$ cat src/rtl/yc48_pkg.sv
// ----------------------------------------------------------------------------
// yc48_pkg: shared types and arithmetic for the 16-bit 4:2:2 to YC48 block
// Fixed-point scaling of luma and chroma, the floored chroma average and the
// layout of one result pair.
// ----------------------------------------------------------------------------
package yc48_pkg;

    localparam logic signed [16:0] LUMA_OFFSET = 17'sd4096;
    localparam logic signed [13:0] LUMA_GAIN   = 14'sd4789;
    localparam logic signed [13:0] CHROMA_GAIN = 14'sd4683;

    // Depth of the result queue, and its pointer width
    localparam int unsigned      RES_DEPTH = 3;
    localparam int unsigned      PTR_W     = 2;
    localparam logic [PTR_W-1:0] PTR_LAST  = PTR_W'(RES_DEPTH - 1);

    typedef logic signed [13:0] luma_t;
    typedef logic signed [12:0] chroma_t;
    typedef logic [PTR_W-1:0]   ptr_t;
    typedef logic [PTR_W:0]     count_t;

    typedef struct packed {
        luma_t   even_y;
        chroma_t even_u;
        chroma_t even_v;
        luma_t   odd_y;
        chroma_t odd_u;
        chroma_t odd_v;
        logic    row_last;
        logic    run_last;
    } result_t;

    // (Y - 4096) * 4789, arithmetic shift right by 16
    function automatic luma_t scale_luma(input logic [15:0] y);
        logic signed [16:0] v;
        logic signed [30:0] p;
        v = $signed({1'b0, y}) - LUMA_OFFSET;
        p = 31'(v) * 31'(LUMA_GAIN);
        return p[29:16];
    endfunction

    // (C - 32768) * 4683, arithmetic shift right by 16
    function automatic chroma_t scale_chroma(input logic [15:0] c);
        logic signed [15:0] v;
        logic signed [28:0] p;
        v = $signed({~c[15], c[14:0]});
        p = 29'(v) * 29'(CHROMA_GAIN);
        return p[28:16];
    endfunction

    // Floored average of two scaled chroma samples
    function automatic chroma_t avg_floor(input chroma_t a, input chroma_t b);
        logic signed [13:0] s;
        s = 14'(a) + 14'(b);
        return s[13:1];
    endfunction

    function automatic ptr_t ptr_inc(input ptr_t p);
        return (p == PTR_LAST) ? '0 : p + 1'b1;
    endfunction

endpackage

$ cat src/rtl/yuv422_16bit_to_yc48_upsample.sv
// ----------------------------------------------------------------------------
// yuv422_16bit_to_yc48_upsample: 16-bit 4:2:2 pairs to YC48 with chroma upsampling
// Scales luma and chroma to YC48 range and interpolates the odd pixel's chroma
// from the current and the next pair; the last pair of a row copies its chroma.
// ----------------------------------------------------------------------------
//
//  channel | ports                                         | direction
//  --------+-----------------------------------------------+----------
//  input   | s_valid/s_ready, s_luma_even/odd, s_chroma_u/v, | in
//          | s_row_end                                     |
//  result  | m_valid/m_ready, m_even_y/u/v, m_odd_y/u/v,     | out
//          | m_row_last, m_run_last                        |
//
//  One input transaction is taken per cycle while the queue has room for all of its
//  results; they reach the result port from the input register through a three-entry queue.
//  A transaction yields 0, 1 or 2 results; a pair that ends a row behind a
//  held pair pushes two at once, and the queue keeps the rate at one per cycle.
//  Reset (aresetn low, synchronous) empties the input register, the queue and
//  the held pair. A stall on m_ready fills the queue, then holds the input.
//
module yuv422_16bit_to_yc48_upsample
    import yc48_pkg::*;
(
    input  logic          aclk,
    input  logic          aresetn,

    input  logic          s_valid,
    output logic          s_ready,
    input  logic [15:0]   s_luma_even,
    input  logic [15:0]   s_luma_odd,
    input  logic [15:0]   s_chroma_u,
    input  logic [15:0]   s_chroma_v,
    input  logic          s_row_end,

    output logic          m_valid,
    input  logic          m_ready,
    output logic signed [13:0] m_even_y,
    output logic signed [12:0] m_even_u,
    output logic signed [12:0] m_even_v,
    output logic signed [13:0] m_odd_y,
    output logic signed [12:0] m_odd_u,
    output logic signed [12:0] m_odd_v,
    output logic          m_row_last,
    output logic          m_run_last
);

    // Input register: raw transaction waiting to be processed
    logic        in_vld_reg;
    logic [15:0] in_luma_even_reg;
    logic [15:0] in_luma_odd_reg;
    logic [15:0] in_chroma_u_reg;
    logic [15:0] in_chroma_v_reg;
    logic        in_row_end_reg;

    // Held pair, already scaled, waiting for the next pair's chroma
    logic    held_valid_reg;
    luma_t   held_luma_even_reg;
    luma_t   held_luma_odd_reg;
    chroma_t held_cb_reg;
    chroma_t held_cr_reg;

    // Result queue
    result_t res_mem [RES_DEPTH];
    ptr_t    wr_ptr_reg, wr_ptr_next;
    ptr_t    rd_ptr_reg, rd_ptr_next;
    count_t  cnt_reg, cnt_next;

    luma_t   new_y_even, new_y_odd;
    chroma_t new_cb, new_cr;
    result_t held_res, new_res;
    count_t  push_cnt;
    logic    in_fire;
    logic    out_fire;
    logic    s_fire;

    // Scale the registered pair
    assign new_y_even = scale_luma(in_luma_even_reg);
    assign new_y_odd  = scale_luma(in_luma_odd_reg);
    assign new_cb     = scale_chroma(in_chroma_u_reg);
    assign new_cr     = scale_chroma(in_chroma_v_reg);

    // Held pair goes out with its odd chroma averaged against the new pair
    always_comb begin
        held_res.even_y   = held_luma_even_reg;
        held_res.even_u   = held_cb_reg;
        held_res.even_v   = held_cr_reg;
        held_res.odd_y    = held_luma_odd_reg;
        held_res.odd_u    = avg_floor(held_cb_reg, new_cb);
        held_res.odd_v    = avg_floor(held_cr_reg, new_cr);
        held_res.row_last = 1'b0;
        held_res.run_last = ~in_row_end_reg;

        // End-of-row pair: odd pixel copies the even pixel's chroma
        new_res.even_y    = new_y_even;
        new_res.even_u    = new_cb;
        new_res.even_v    = new_cr;
        new_res.odd_y     = new_y_odd;
        new_res.odd_u     = new_cb;
        new_res.odd_v     = new_cr;
        new_res.row_last  = 1'b1;
        new_res.run_last  = 1'b1;
    end

    // Results this transaction pushes; advance only when they all fit
    assign push_cnt = count_t'(held_valid_reg) + count_t'(in_row_end_reg);
    assign in_fire  = in_vld_reg && ((cnt_reg + push_cnt) <= count_t'(RES_DEPTH));
    assign out_fire = m_valid && m_ready;
    assign s_ready  = ~in_vld_reg | in_fire;
    assign s_fire   = s_valid && s_ready;

    // Input register
    always_ff @(posedge aclk) begin
        if (!aresetn) begin
            in_vld_reg <= 1'b0;
        end else if (s_ready) begin
            in_vld_reg <= s_valid;
        end
        if (s_fire) begin
            in_luma_even_reg <= s_luma_even;
            in_luma_odd_reg  <= s_luma_odd;
            in_chroma_u_reg  <= s_chroma_u;
            in_chroma_v_reg  <= s_chroma_v;
            in_row_end_reg   <= s_row_end;
        end
    end

    // Hold the pair unless it ends a row
    always_ff @(posedge aclk) begin
        if (!aresetn) begin
            held_valid_reg <= 1'b0;
        end else if (in_fire) begin
            held_valid_reg <= ~in_row_end_reg;
        end
        if (in_fire && !in_row_end_reg) begin
            held_luma_even_reg <= new_y_even;
            held_luma_odd_reg  <= new_y_odd;
            held_cb_reg        <= new_cb;
            held_cr_reg        <= new_cr;
        end
    end

    // Queue pointers and fill count
    always_comb begin
        wr_ptr_next = wr_ptr_reg;
        rd_ptr_next = rd_ptr_reg;
        cnt_next    = cnt_reg;
        if (in_fire) begin
            if (push_cnt == count_t'(2)) begin
                wr_ptr_next = ptr_inc(ptr_inc(wr_ptr_reg));
            end else if (push_cnt == count_t'(1)) begin
                wr_ptr_next = ptr_inc(wr_ptr_reg);
            end
            cnt_next = cnt_next + push_cnt;
        end
        if (out_fire) begin
            rd_ptr_next = ptr_inc(rd_ptr_reg);
            cnt_next    = cnt_next - 1'b1;
        end
    end

    always_ff @(posedge aclk) begin
        if (!aresetn) begin
            wr_ptr_reg <= '0;
            rd_ptr_reg <= '0;
            cnt_reg    <= '0;
        end else begin
            wr_ptr_reg <= wr_ptr_next;
            rd_ptr_reg <= rd_ptr_next;
            cnt_reg    <= cnt_next;
        end
    end

    // Write the held pair first, then the end-of-row pair behind it
    always_ff @(posedge aclk) begin
        if (in_fire) begin
            if (held_valid_reg) begin
                res_mem[wr_ptr_reg] <= held_res;
                if (in_row_end_reg) begin
                    res_mem[ptr_inc(wr_ptr_reg)] <= new_res;
                end
            end else if (in_row_end_reg) begin
                res_mem[wr_ptr_reg] <= new_res;
            end
        end
    end

    // Result port reads straight from the queue head
    assign m_valid    = (cnt_reg != '0);
    assign m_even_y   = res_mem[rd_ptr_reg].even_y;
    assign m_even_u   = res_mem[rd_ptr_reg].even_u;
    assign m_even_v   = res_mem[rd_ptr_reg].even_v;
    assign m_odd_y    = res_mem[rd_ptr_reg].odd_y;
    assign m_odd_u    = res_mem[rd_ptr_reg].odd_u;
    assign m_odd_v    = res_mem[rd_ptr_reg].odd_v;
    assign m_row_last = res_mem[rd_ptr_reg].row_last;
    assign m_run_last = res_mem[rd_ptr_reg].run_last;

    // The queue never overfills
    assert property (@(posedge aclk) disable iff (!aresetn)
        cnt_reg <= count_t'(RES_DEPTH))
        else $error("result queue overfilled");

    // A row-ending pair is always the last result of its transaction
    assert property (@(posedge aclk) disable iff (!aresetn)
        (m_valid && m_row_last) |-> m_run_last)
        else $error("row end result not marked last of transaction");

    // Nothing stays held after a row ends
    assert property (@(posedge aclk) disable iff (!aresetn)
        (in_fire && in_row_end_reg) |=> !held_valid_reg)
        else $error("pair held across row end");

    // A processed pair never leaves the queue count unchanged unless it is only held
    assert property (@(posedge aclk) disable iff (!aresetn)
        (in_fire && !out_fire && (held_valid_reg || in_row_end_reg)) |=>
            (cnt_reg != $past(cnt_reg)))
        else $error("results lost from queue");

endmodule
$ cat config.mk
export PLATFORM = sky130hd
export DESIGN_NAME = yuv422_16bit_to_yc48_upsample
export DESIGN_NICKNAME = d
export VERILOG_FILES = /design/src/rtl/yc48_pkg.sv /design/src/rtl/yuv422_16bit_to_yc48_upsample.sv
export SDC_FILE = /design/constraint.sdc
export NUM_CORES = 2
export LEC_CHECK = 0
export BUFFER_PORTS_ARGS = -buffer_cell sky130_fd_sc_hd__clkbuf_2
export CORE_MARGIN = 8
export CORE_UTILIZATION = 68
export CTS_BUF_LIST = sky130_fd_sc_hd__clkbuf_8 sky130_fd_sc_hd__clkbuf_16
export CTS_CLUSTER_SIZE = 30
export DETAILED_ROUTE_END_ITERATION = 7
export GPL_TIMING_DRIVEN = 0
export PLACE_DENSITY_LB_ADDON = 0.2
export SLEW_MARGIN = 40
export SYNTH_ARGS = -nofsm -noshare
export SYNTH_HDL_FRONTEND = slang
export SYNTH_SLANG_ARGS = --single-unit
$ cat constraint.sdc
create_clock -name aclk -period 12 [get_ports aclk]
set_clock_uncertainty 0.05 [all_clocks]
set_input_delay 2.4 -clock aclk [delete_from_list [all_inputs] [get_ports aclk]]
set_output_delay 2.4 -clock aclk [all_outputs]
set_load 0.005 [all_outputs]
==> key figures <==
Clock network
  – Insertion delay to the later sink of the worst-skew pair: 0.58 ns
  – CTS tree: done
  – H-tree Lvls: 2
  – CTS Sinks: 376
  – Post-CTS setup buffers: 0
  – CTS clock-pin slew for the worst setup and hold paths: 0.06 ns
  – PostCTS Resize Cnt: 0
  – Clock buffer depth: 3
  – CTS buffer count: 42
  – # hold bufs at CTS: 0
  – Root buffer cell: clkbuf_16

STA
  – Pins Over Slew Limit: 0
  – Final-report hold violation count: 0
  – Setup violators final: 0
  – Tcrit/Tclk final: 67.4%
  – Slew margin rel.: 35.6%
  – TNS Setup: 0 ns
  – RSZ-0062 raised after global routing: false
  – Worst-Margin Slew: 0.966 ns
  – Final min period: 8.08 ns
  – Fmax: 0.124 GHz

Finish
  – Reg area: 11100 um^2
  – Number of flip-flops in the largest register: 246
  – Most frequent cells in the layout: inv_1, ha_1, edfxtp_1
  – Most common cell after layout, fill and taps aside: inv_1
  – Final #Nets: 3765
  – ANT cells: 0
  – Share of cells above drive strength 1: 9.14%
  – Multi-input logic area: 18400 um^2
  – Final-layout fill cell count: 2987
  – Reg with most FFs: res_mem
  – Area delta synth->final: 9.73%

Logic synthesis
  – Synth warnings: 0
  – Gate Count Post-Synth: 2817
  – Post-synth EDFFs: 359
  – Synth top area share: 34.4%
  – Most area-consuming cells after synthesis: edfxtp_1, fa_1, ha_1, inv_1, nand2_1
  – Post-synthesis area per instance: 11.1 um^2
  – Number of synthesized register bits: 376
  – Synth async-reset ratio: 0%
  – Mapped Nets: 3558
  – Cell Area, Synth: 31400 um^2
  – Register area share after synthesis: 35.5%
  – Top_reg_cell synth: edfxtp_1
  – Synth cell types: 81
  – Largest area contributor in the netlist: edfxtp_1

GRT
  – Largest net degree at the start of global routing: 40
  – GRT overflow: 0
  – GRT Resource Usage Total: 29.4%
  – Initial antenna violation count: 2
  – First-pass GRT wire length: 125 mm
  – Vias in the first global route: 23976

Die
  – Core Region: 45500 um^2
  – Full die area: 53200 um^2
  – Initial cell density of the core: 69.0%
  – DIE WIDTH: 231 um
  – I/O pins: 153
  – Die Y: 231 um
  – Site row count: 78

Setup path
  – CP endpoint kind: register
  – Setup CP Type: reg -> reg
  – Worst setup path start: in_chroma_u_reg[5]
  – R2R Path Start: in_chroma_u_reg[5]
  – Reg2reg end: res_mem[0][26]
  – Setup slack, reg-to-reg: 3.92 ns
  – FF-to-FF path depth: 27
  – CP max FO: 10
  – Critical path arrival: 8.37 ns
  – Critical path required time: 12.29 ns
  – Startpoint types: register

Detailed routing
  – DR top layer: met5
  – Drt drc: 0
  – Met1 wire length: 30.2 mm
  – DR vias: 22581
  – DR iter-0 viols: 2028
  – Met2 wire len: 37.9 mm
  – Drt pass-1 iters: 6
  – Final wirelength: 78.5 mm
  – DR WL/cell: 21.5 um
  – Vias per Instance: 6.18
  – Met3 wire length: 7.05 mm
  – Routed Antenna Nets: 0

Placed design
  – HPWL Detailed: 59.7 mm
  – IO buf count: 152
  – Routability congestion estimate: 0.923

Run status
  – Status: complete, no violations

Hold path
  – Worst hold endpoint: res_mem[1][1]
  – Worst hold path class: reg -> reg
  – Hold Crit Depth: 2
  – Worst Min Path Start: res_mem[1][1]

Flow run
  – Max-Cap Viols: 0
## critical path: stages (launching register included)
cell and delay [ns]:
edfxtp_1 0.53, ha_1 0.38, inv_1 0.06, fa_1 0.47, inv_1 0.05, fa_1 0.46
fa_1 0.49, inv_1 0.05, fa_1 0.48, inv_1 0.04, ha_1 0.32, a211oi_1 0.21
nand2_1 0.12, a2111oi_2 0.28, o21ai_0 0.28, and3b_1 0.26, nor2_1 0.60, nor2b_1 0.13
fa_1 0.45, a21o_1 0.19, a21oi_1 0.23, o21bai_1 0.12, a21oi_1 0.27, o21bai_1 0.18
a41o_1 0.29, o41ai_1 0.36, xnor2_1 0.24, a22o_1 0.24
## synth_stat cells (8+ instances only)
cell type,number
a211oi_1,10
a21o_1,33
a21oi_1,67
a22o_1,87
a31oi_1,8
and2_1,10
and3_1,14
buf_1,9
clkbuf_1,63
dfxtp_1,17
edfxtp_1,359
fa_1,267
ha_1,405
inv_1,419
mux2i_1,94
nand2_1,310
nand3_1,23
nor2_1,73
nor2b_1,11
nor3_1,21
o21a_1,14
o21ai_0,202
o21ai_1,12
o21bai_1,15
o22ai_1,21
or3_1,9
xnor2_1,82
xor2_1,42
## metal layers
layer | GRT usage [%] | up-vias
met5 | 0 | -
met4 | 12.0 | 4
li1 | - | 10190
met3 | 5.74 | 247
met1 | 36.8 | 11032
met2 | 50.1 | 1108
## through the flow
stage               hold slack (ns)  setup WS [ns]  area, um^2  util [%]  instances
global route                  0.433           3.57       34400      75.7       3654
detailed placement            0.388           4.05       33100      72.8       3579
global placement              0.381           4.04       32900      72.3       3569
floorplan                     0.372           5.00       31400         -       2817
finish                        0.408           3.92       34400      75.7       3654
CTS                           0.401           3.98       34400      75.6       3653
## cell families after synthesis
group | share of synthesized area (%)
adder cells (fa/ha/maj) | 33.2
XOR/XNOR | 3.57
flip-flops | 35.5
AO/OA/AOI/OAI | 12.0
multiplexers | 3.11
AND/OR/NAND/NOR | 6.71
buffers and inverters | 5.98
## final cells by class
type,instances,share of cell area (%)
multi-input cells,1943,53.5
flip-flops and latches,376,32.3
inverters,420,4.58
clock buffers,43,3.13
repair buffers,163,2.76
well taps,600,2.18
plain buffers,78,0.894
clock inverters,31,0.644
## worst max path at each step
stage | endpoint | slack (ns) | cells past startpoint
3_5_place_dp | res_mem[0][26] | 4.05 | 27
6_report | res_mem[0][26] | 3.92 | 27
4_1_cts | res_mem[0][25] | 3.98 | 26
2_1_floorplan | res_mem[1][13] | 5.00 | 23
5_1_grt | res_mem[0][26] | 3.57 | 27
3_3_place_gp | res_mem[2][25] | 4.04 | 26
Power is not shown: default switching activity piles up to over one toggle a cycle in this logic, so the estimate is an artifact.
